===== config.mk =====
export PLATFORM = sky130hd
export DESIGN_NAME = bresenham_circle_rasterizer
export DESIGN_NICKNAME = d
export VERILOG_FILES = /design/src/design/bcr_pkg.sv /design/src/design/bcr_front.sv /design/src/design/bcr_queue.sv /design/src/design/bcr_back.sv /design/src/design/bresenham_circle_rasterizer.sv
export SDC_FILE = /design/constraint.sdc
export NUM_CORES = 1
export LEC_CHECK = 0
export BUFFER_PORTS_ARGS = -buffer_cell sky130_fd_sc_hd__buf_2
export CAP_MARGIN = 20
export CORE_UTILIZATION = 55
export DETAILED_ROUTE_END_ITERATION = 8
export PLACE_DENSITY = 0.82
export SYNTH_ARGS = -nofsm -noshare
export SYNTH_HDL_FRONTEND = slang
export SYNTH_SLANG_ARGS = --single-unit

===== constraint.sdc =====
create_clock -name clk -period 5.85 [get_ports clk]
set_clock_uncertainty 0.1 [all_clocks]
set_input_delay 0.2925 -clock clk [delete_from_list [all_inputs] [get_ports clk]]
set_output_delay 0.2925 -clock clk [all_outputs]
set_load 0.02 [all_outputs]

===== src/design/bcr_pkg.sv =====
package bcr_pkg;

  // coordinate width of the stored step and centre
  localparam int COORD_BITS = 11;
  // fixed field widths
  localparam int RADIUS_W = 10;
  localparam int CENTER_W = 11;
  localparam int PIX_W = 13;
  localparam int DEC_W = 16;
  // pixels per step and queue depth
  localparam int NUM_PIXELS = 8;
  localparam int PHASE_W = $clog2(NUM_PIXELS);
  localparam logic [PHASE_W-1:0] PHASE_LAST = PHASE_W'(NUM_PIXELS - 1);
  localparam int QUEUE_DEPTH = 2;
  localparam int QPTR_W = $clog2(QUEUE_DEPTH);
  localparam int QCNT_W = $clog2(QUEUE_DEPTH + 1);

  // input kind codes
  localparam logic KIND_START = 1'b0;
  localparam logic KIND_ADVANCE = 1'b1;

  // one octant step handed from front to back
  typedef struct packed {
    logic [COORD_BITS-1:0] x;
    logic [COORD_BITS-1:0] y;
    logic [COORD_BITS-1:0] cx;
    logic [COORD_BITS-1:0] cy;
    logic                  done;
  } step_rec_t;

  // how one of the eight symmetric pixels is formed
  typedef struct packed {
    logic px_sel_y;
    logic px_neg;
    logic py_sel_y;
    logic py_neg;
  } pix_pattern_t;

  function automatic pix_pattern_t pixel_pattern(input logic [PHASE_W-1:0] phase);
    pix_pattern_t p;
    unique case (phase)
      3'd0: p = '{px_sel_y: 1'b0, px_neg: 1'b0, py_sel_y: 1'b1, py_neg: 1'b0};
      3'd1: p = '{px_sel_y: 1'b1, px_neg: 1'b0, py_sel_y: 1'b0, py_neg: 1'b0};
      3'd2: p = '{px_sel_y: 1'b1, px_neg: 1'b0, py_sel_y: 1'b0, py_neg: 1'b1};
      3'd3: p = '{px_sel_y: 1'b0, px_neg: 1'b0, py_sel_y: 1'b1, py_neg: 1'b1};
      3'd4: p = '{px_sel_y: 1'b0, px_neg: 1'b1, py_sel_y: 1'b1, py_neg: 1'b1};
      3'd5: p = '{px_sel_y: 1'b1, px_neg: 1'b1, py_sel_y: 1'b0, py_neg: 1'b1};
      3'd6: p = '{px_sel_y: 1'b1, px_neg: 1'b1, py_sel_y: 1'b0, py_neg: 1'b0};
      default: p = '{px_sel_y: 1'b0, px_neg: 1'b1, py_sel_y: 1'b1, py_neg: 1'b0};
    endcase
    return p;
  endfunction

  // width adaptors: zero extend, then keep the low bits
  function automatic logic [COORD_BITS-1:0] radius_to_coord(input logic [RADIUS_W-1:0] v);
    logic [COORD_BITS+RADIUS_W-1:0] w;
    w = {{COORD_BITS{1'b0}}, v};
    return w[COORD_BITS-1:0];
  endfunction

  function automatic logic [COORD_BITS-1:0] center_to_coord(input logic [CENTER_W-1:0] v);
    logic [COORD_BITS+CENTER_W-1:0] w;
    w = {{COORD_BITS{1'b0}}, v};
    return w[COORD_BITS-1:0];
  endfunction

  function automatic logic [DEC_W-1:0] coord_to_dec(input logic [COORD_BITS-1:0] v);
    logic [COORD_BITS+DEC_W-1:0] w;
    w = {{DEC_W{1'b0}}, v};
    return w[DEC_W-1:0];
  endfunction

  function automatic logic [PIX_W-1:0] coord_to_pix(input logic [COORD_BITS-1:0] v);
    logic [COORD_BITS+PIX_W-1:0] w;
    w = {{PIX_W{1'b0}}, v};
    return w[PIX_W-1:0];
  endfunction

endpackage


===== src/design/bcr_front.sv =====
module bcr_front import bcr_pkg::*; (
  input  logic                clk,
  input  logic                rst,
  input  logic                accept,
  input  logic                kind,
  input  logic [RADIUS_W-1:0] radius,
  input  logic [CENTER_W-1:0] center_x,
  input  logic [CENTER_W-1:0] center_y,
  output logic                push,
  output step_rec_t           rec
);

  logic [COORD_BITS-1:0] step_x, step_y, origin_x, origin_y;
  logic [DEC_W-1:0]      decision;
  logic                  active;

  logic                  start;
  logic [COORD_BITS-1:0] ld_r, cur_x, cur_y, cur_cx, cur_cy;
  logic [COORD_BITS-1:0] step_x_next, step_y_next;
  logic [DEC_W-1:0]      cur_d, decision_next, x16, y16, r16;
  logic                  neg, done;
  logic [COORD_BITS:0]   x_inc, y_wide;

  // pick loaded values on start, stored ones on advance
  always_comb begin
    start  = (kind == KIND_START);
    ld_r   = radius_to_coord(radius);
    r16    = coord_to_dec(ld_r);
    cur_x  = start ? '0 : step_x;
    cur_y  = start ? ld_r : step_y;
    cur_cx = start ? center_to_coord(center_x) : origin_x;
    cur_cy = start ? center_to_coord(center_y) : origin_y;
    cur_d  = start ? (DEC_W'(3) - {r16[DEC_W-2:0], 1'b0}) : decision;
  end

  // midpoint decision update and done test
  always_comb begin
    neg    = cur_d[DEC_W-1];
    x16    = coord_to_dec(cur_x);
    y16    = coord_to_dec(cur_y);
    x_inc  = {1'b0, cur_x} + (COORD_BITS+1)'(1);
    y_wide = {1'b0, cur_y};
    if (neg) begin
      decision_next = cur_d + {x16[DEC_W-3:0], 2'b00} + DEC_W'(6);
      step_y_next   = cur_y;
      done          = (x_inc > y_wide);
    end else begin
      decision_next = cur_d + {x16[DEC_W-3:0] - y16[DEC_W-3:0], 2'b00} + DEC_W'(10);
      step_y_next   = cur_y - COORD_BITS'(1);
      done          = (x_inc >= y_wide);
    end
    step_x_next = x_inc[COORD_BITS-1:0];
  end

  assign push = accept && (start || active);
  assign rec  = '{x: cur_x, y: cur_y, cx: cur_cx, cy: cur_cy, done: done};

  // circle state
  always_ff @(posedge clk) begin
    if (rst) begin
      step_x   <= '0;
      step_y   <= '0;
      decision <= '0;
      origin_x <= '0;
      origin_y <= '0;
      active   <= 1'b0;
    end else if (push) begin
      step_x   <= step_x_next;
      step_y   <= step_y_next;
      decision <= decision_next;
      origin_x <= cur_cx;
      origin_y <= cur_cy;
      active   <= !done;
    end
  end

endmodule


===== src/design/bcr_queue.sv =====
module bcr_queue import bcr_pkg::*; (
  input  logic      clk,
  input  logic      rst,
  input  logic      push,
  input  step_rec_t push_rec,
  output logic      full,
  input  logic      pop,
  output logic      head_valid,
  output step_rec_t head_rec
);

  step_rec_t           entries [QUEUE_DEPTH];
  logic [QPTR_W-1:0]   wr_ptr, rd_ptr;
  logic [QCNT_W-1:0]   count;

  assign full       = (count == QCNT_W'(QUEUE_DEPTH));
  assign head_valid = (count != '0);
  assign head_rec   = entries[rd_ptr];

  // step record storage
  always_ff @(posedge clk) begin
    if (push) begin
      entries[wr_ptr] <= push_rec;
    end
  end

  // pointers and fill count
  always_ff @(posedge clk) begin
    if (rst) begin
      wr_ptr <= '0;
      rd_ptr <= '0;
      count  <= '0;
    end else begin
      if (push) begin
        wr_ptr <= (wr_ptr == QPTR_W'(QUEUE_DEPTH - 1)) ? '0 : wr_ptr + QPTR_W'(1);
      end
      if (pop) begin
        rd_ptr <= (rd_ptr == QPTR_W'(QUEUE_DEPTH - 1)) ? '0 : rd_ptr + QPTR_W'(1);
      end
      priority if (push && !pop) begin
        count <= count + QCNT_W'(1);
      end else if (pop && !push) begin
        count <= count - QCNT_W'(1);
      end
    end
  end

endmodule


===== src/design/bcr_back.sv =====
module bcr_back import bcr_pkg::*; (
  input  logic                    clk,
  input  logic                    rst,
  input  logic                    head_valid,
  input  step_rec_t               head_rec,
  output logic                    pop,
  output logic                    out_valid,
  input  logic                    out_ready,
  output logic signed [PIX_W-1:0] pixel_x,
  output logic signed [PIX_W-1:0] pixel_y,
  output logic                    last,
  output logic                    circle_done
);

  logic [PHASE_W-1:0] phase;
  logic               load;
  pix_pattern_t       pat;
  logic [PIX_W-1:0]   x13, y13, cx13, cy13, ax, ay, px, py;

  assign load = head_valid && (!out_valid || out_ready);
  assign pop  = load && (phase == PHASE_LAST);

  // form the pixel for the current phase
  always_comb begin
    pat  = pixel_pattern(phase);
    x13  = coord_to_pix(head_rec.x);
    y13  = coord_to_pix(head_rec.y);
    cx13 = coord_to_pix(head_rec.cx);
    cy13 = coord_to_pix(head_rec.cy);
    ax   = pat.px_sel_y ? y13 : x13;
    ay   = pat.py_sel_y ? y13 : x13;
    px   = pat.px_neg ? (cx13 - ax) : (cx13 + ax);
    py   = pat.py_neg ? (cy13 - ay) : (cy13 + ay);
  end

  // phase counter and output valid
  always_ff @(posedge clk) begin
    if (rst) begin
      phase     <= '0;
      out_valid <= 1'b0;
    end else begin
      if (load) begin
        phase     <= phase + PHASE_W'(1);
        out_valid <= 1'b1;
      end else if (out_ready) begin
        out_valid <= 1'b0;
      end
    end
  end

  // output payload register
  always_ff @(posedge clk) begin
    if (load) begin
      pixel_x     <= px;
      pixel_y     <= py;
      last        <= (phase == PHASE_LAST);
      circle_done <= head_rec.done;
    end
  end

endmodule


===== src/design/bresenham_circle_rasterizer.sv =====
// Midpoint circle rasteriser.
// Input channel (in_valid/in_ready): kind 0 starts a circle from radius and
// centre, kind 1 advances one octant step; an advance while no circle is in
// progress is swallowed and yields nothing.
// Output channel (out_valid/out_ready): each start or advance yields eight
// symmetric pixels, one per transaction, with last on the eighth and
// circle_done on all eight of the step that closes the circle.
// The front stage holds the circle state and computes the step in the cycle
// of acceptance; a two-entry queue carries step records to the back stage,
// which emits one pixel per cycle from a registered output while a step is
// queued and the receiver is not stalling; an input reaches the output through
// the queue and the output register. The front keeps taking transactions
// until the queue holds two pending steps.
// Reset empties the queue and output, clears the circle state to idle.
// A stalled receiver holds the current pixel; the queue fills and then
// in_ready drops until the back stage drains a step.
module bresenham_circle_rasterizer import bcr_pkg::*; (
  input  logic                    clk,
  input  logic                    rst,
  input  logic                    in_valid,
  output logic                    in_ready,
  input  logic                    kind,
  input  logic [RADIUS_W-1:0]     radius,
  input  logic [CENTER_W-1:0]     center_x,
  input  logic [CENTER_W-1:0]     center_y,
  output logic                    out_valid,
  input  logic                    out_ready,
  output logic signed [PIX_W-1:0] pixel_x,
  output logic signed [PIX_W-1:0] pixel_y,
  output logic                    last,
  output logic                    circle_done
);

  logic      full, push, pop, head_valid;
  step_rec_t push_rec, head_rec;

  assign in_ready = !full;

  // front: accept and compute the step
  bcr_front u_front (
    .clk      (clk),
    .rst      (rst),
    .accept   (in_valid && in_ready),
    .kind     (kind),
    .radius   (radius),
    .center_x (center_x),
    .center_y (center_y),
    .push     (push),
    .rec      (push_rec)
  );

  // step queue between front and back
  bcr_queue u_queue (
    .clk        (clk),
    .rst        (rst),
    .push       (push),
    .push_rec   (push_rec),
    .full       (full),
    .pop        (pop),
    .head_valid (head_valid),
    .head_rec   (head_rec)
  );

  // back: emit eight pixels per step
  bcr_back u_back (
    .clk         (clk),
    .rst         (rst),
    .head_valid  (head_valid),
    .head_rec    (head_rec),
    .pop         (pop),
    .out_valid   (out_valid),
    .out_ready   (out_ready),
    .pixel_x     (pixel_x),
    .pixel_y     (pixel_y),
    .last        (last),
    .circle_done (circle_done)
  );

endmodule


==> results.py <==
metrics = {
    "clocking": {
        "cts_buffers": 17,
        "cts_root_buffer": "clkbuf_16",
        "clock_path_buffers": 2,
        "cts_tree": "built",
        "clk_latency_ns": 0.44,
        "clk_pin_slew_ns": 0.08,
        "ctsResizeCount": 0,
        "cts_setup_buffers": 0,
        "cts_hold_buf": 0,
        "clock_sinks": 187,
        "cts.htree.levels": 4,
    },
    "routing": {
        "vias_per_cell": 5.840,
        "wl_per_cell_um": 16.80,
        "vias": 9484,
        "drt-total-wl_um": 27290,
        "ant_nets": 0,
        "drt_pass1_iterations": 7,
        "initialDrtViolationCount": 630,
        "drc_errors": 0,
    },
    "critical_path": {
        "required_ns": 6.08,
        "crit_family": "compound AO/OA/AOI/OAI gates",
        "cp-end-kind": "flop",
        "crit_buf_inv": 3,
        "crit_slowest_cell": "mux2i_1",
        "r2r_cells": 16,
        "crit_chain": "buf_2, mux2i_1, inv_1, fa_1, inv_1, a21oi_1, maj3_1, o21ai_0, a22o_1, nand3_1, o211ai_1, ha_1, ha_1, a2111o_1, o22ai_1, mux2_2, o311ai_0",
        "crit_cells": 17,
        "crit_path_max_fanout": 23,
        "crit_type": "primary input to flop",
        "startpoint_type": "primary input",
        "max_stage_delay_ns": 0.52,
        "cp.arrival_ns": 5.33,
    },
    "synthesis": {
        "ys.flop_type": "edfxtp_1",
        "synth_cell_type_count": 71,
        "yosys.area_share.simple": 0.1405,
        "async_flop_share": 0,
        "yosys_warnings": 0,
        "synth_nets": 1454,
        "ys_ff_latch": 187,
        "synth_compound_area_frac": 0.1508,
        "yosysSeqAreaShare": 0.3992,
        "synth_top_family_by_area": "compound AO/OA/AOI/OAI gates",
        "synthAdderAreaFrac": 0.1367,
        "avgSynthCellArea_um2": 9.577,
        "synth_edf_count": 118,
        "synthesis.area_um2": 12340,
        "syn-instance-count": 1288,
        "synth_mux_area_frac": 0.07435,
        "synthXorXnorAreaFrac": 0.05041,
    },
    "timing": {
        "fin_tns_setup_ns": 0,
        "setup_slack_ns": 0.7516,
        "period_minus_slack_ns": 5.098,
        "hold_viol": 0,
        "worst_pin_slew_ns": 0.9101,
        "period_share": 0.8715,
        "finalSetupViolCount": 0,
        "maxClockFrequency_ghz": 0.1961,
        "rsz0062_at_grt": "no",
        "drv_slew": 0,
        "maxSlewHeadroom": 0.3869,
    },
    "global_routing": {
        "grt_pass1_wl_um": 43150,
        "first_global_vias": 8777,
        "overflow": 0,
        "grt_max_degree": 72,
        "track_usage": 0.2433,
        "antenna_found_initial": 0,
    },
    "pwr": {
        "clock_power_share": 0.259,
        "power_leakage_uw": 0.005600,
        "switching_power_uw": 1701,
        "vdd_drop_max_uv": 221.8,
        "p_comb_frac": 0.384,
        "swShare": 0.3654,
        "power_frac_seq": 0.357,
        "p_per_area_nw_per_um2": 344.8,
        "power.internal_uw": 2954,
    },
    "run_status": {
        "status": "completed",
    },
    "layout": {
        "post-route-util": 0.6167,
        "area_delta_synth_final_pct": 9.443,
        "nNetsFinal": 1497,
        "finalInstanceArea_um2": 13500,
        "diodes": 0,
        "drive_above_1_share": 0.1466,
    },
    "die": {
        "die-area_um2": 23030,
        "coreArea_um2": 21890,
        "die_w_um": 151.8,
        "start_util": 0.5635,
        "ios": 67,
        "fp-row-count": 54,
        "die-height_um": 151.8,
    },
    "min_path": {
        "hold_depth": 3,
        "hold_path_class": "primary input to flop",
    },
    "placed_design": {
        "gp_congestion": 0.8858,
        "dpl_cell_area_um2": 12880,
        "dp_slack_ns": 0.3817,
        "io_buffers": 66,
        "hpwl_um": 19600,
    },
    "job": {
        "max-cap-violations": 0,
    },
}
==> per-layer routing <==
metal | GRT usage | up-vias | wire, um
met2 | 0.4032 | 289 | 12940
li1 | - | 4664 | -
met5 | 0 | - | 0
met1 | 0.3122 | 4481 | 12120
met3 | 0.03263 | 50 | 1285
met4 | 0.1188 | 0 | 943
==> cell families after synthesis <==
group,after synthesis
AO/OA/AOI/OAI,297
AND/OR/NAND/NOR,375
flip-flops,187
XOR/XNOR,71
buffers and inverters,145
multiplexers,82
adder cells (fa/ha/maj),131
==> layout make-up <==
cell class | count | area, um2
clock buffer | 18 | 450.4
clock inverter | 14 | 171.4
fill | 1789 | 8391
inverter | 89 | 334.1
multi-input combinational | 956 | 6833
sequential | 187 | 4926
tap | 280 | 350.3
timing repair buffer | 80 | 435.4
==> worst reg2reg max path: cells and delay by family, from the launching register on <==
family                     cells  cell delay (ns)
muxes                          2             0.77
adders and majority gates      4             1.51
buffers and inverters          2             0.30
and+or+nand+nor                1             0.10
DFF                            1             0.33
AOI/OAI and AO/OA              7             1.74
==> stage by stage <==
step,hold slack [ns],instances,total power (uW)
after floorplan,0.3284,1288,3056
after global placement,0.3351,1592,3398
after detailed placement,0.3456,1592,3453
after CTS,0.03729,1624,4655
after global routing,0.05582,1624,4939
final,0.05254,1624,4655
==> synthesized netlist by cell type, drive strengths merged, types with 18 or more instances <==
| cell | number | share of area |
|---|---|---|
| nand2 | 158 | 0.048 |
| ha | 122 | 0.12 |
| edfxtp | 118 | 0.29 |
| a21oi | 97 | 0.040 |
| inv | 88 | 0.027 |
| nor2 | 82 | 0.025 |
| o21ai | 78 | 0.032 |
| dfxtp | 69 | 0.11 |
| mux2 | 57 | 0.052 |
| xnor2 | 40 | 0.028 |
| clkbuf | 35 | 0.011 |
| xor2 | 31 | 0.022 |
| nor3 | 29 | 0.012 |
| mux2i | 23 | 0.019 |
| buf | 21 | 0.010 |
| a21o | 18 | 0.011 |
==> power groups by stage <==
stage	Combinational [uW]	Sequential (uW)	Clock (uW)
2_1_floorplan	1280	1780	0
4_1_cts	1770	1660	1220
5_1_grt	1990	1680	1270
3_5_place_dp	1760	1690	0
6_report	1790	1660	1200
3_3_place_gp	1710	1680	0
==> flip-flops by register name, summed over array words and instances, names as in the netlist, named ones only <==
name                count
u_back.pixel_y         13
u_queue.count           2
u_front.origin_x       11
u_front.origin_y       11
u_back.circle_done      1
u_back.out_valid        1
u_front.decision       15
u_front.step_x         11
u_back.last             1
u_back.phase            3
u_front.step_y         11
u_queue.wr_ptr          1
u_front.active          1
u_queue.entries        90
u_queue.rd_ptr          1
u_back.pixel_x         13
==> path summary, 6_finish.rpt <==
kind | end | slack [ns] | from
setup / recovery | u_front.decision[14] | 0.75 | kind
hold / removal | u_back.out_valid | 0.05 | out_ready
setup reg to reg | u_front.decision[14] | 0.88 | u_front.step_y[1]
hold reg to reg | u_front.origin_x[5] | 0.36 | u_front.origin_x[5]
==> cell usage in the layout (no fill, tap or decap), drive strengths merged, types with 18 or more instances in the layout <==
cell      n
buf      80
mux2     57
xnor2    40
clkbuf   18
xor2     31
ha      122
dfxtp    69
inv      96
mux2i    23
nand2   158
a21oi    97
nor3     29
nor2     82
o21ai    78
edfxtp  118
a21o     18
Note: power is estimated with default switching activity, not from simulation.
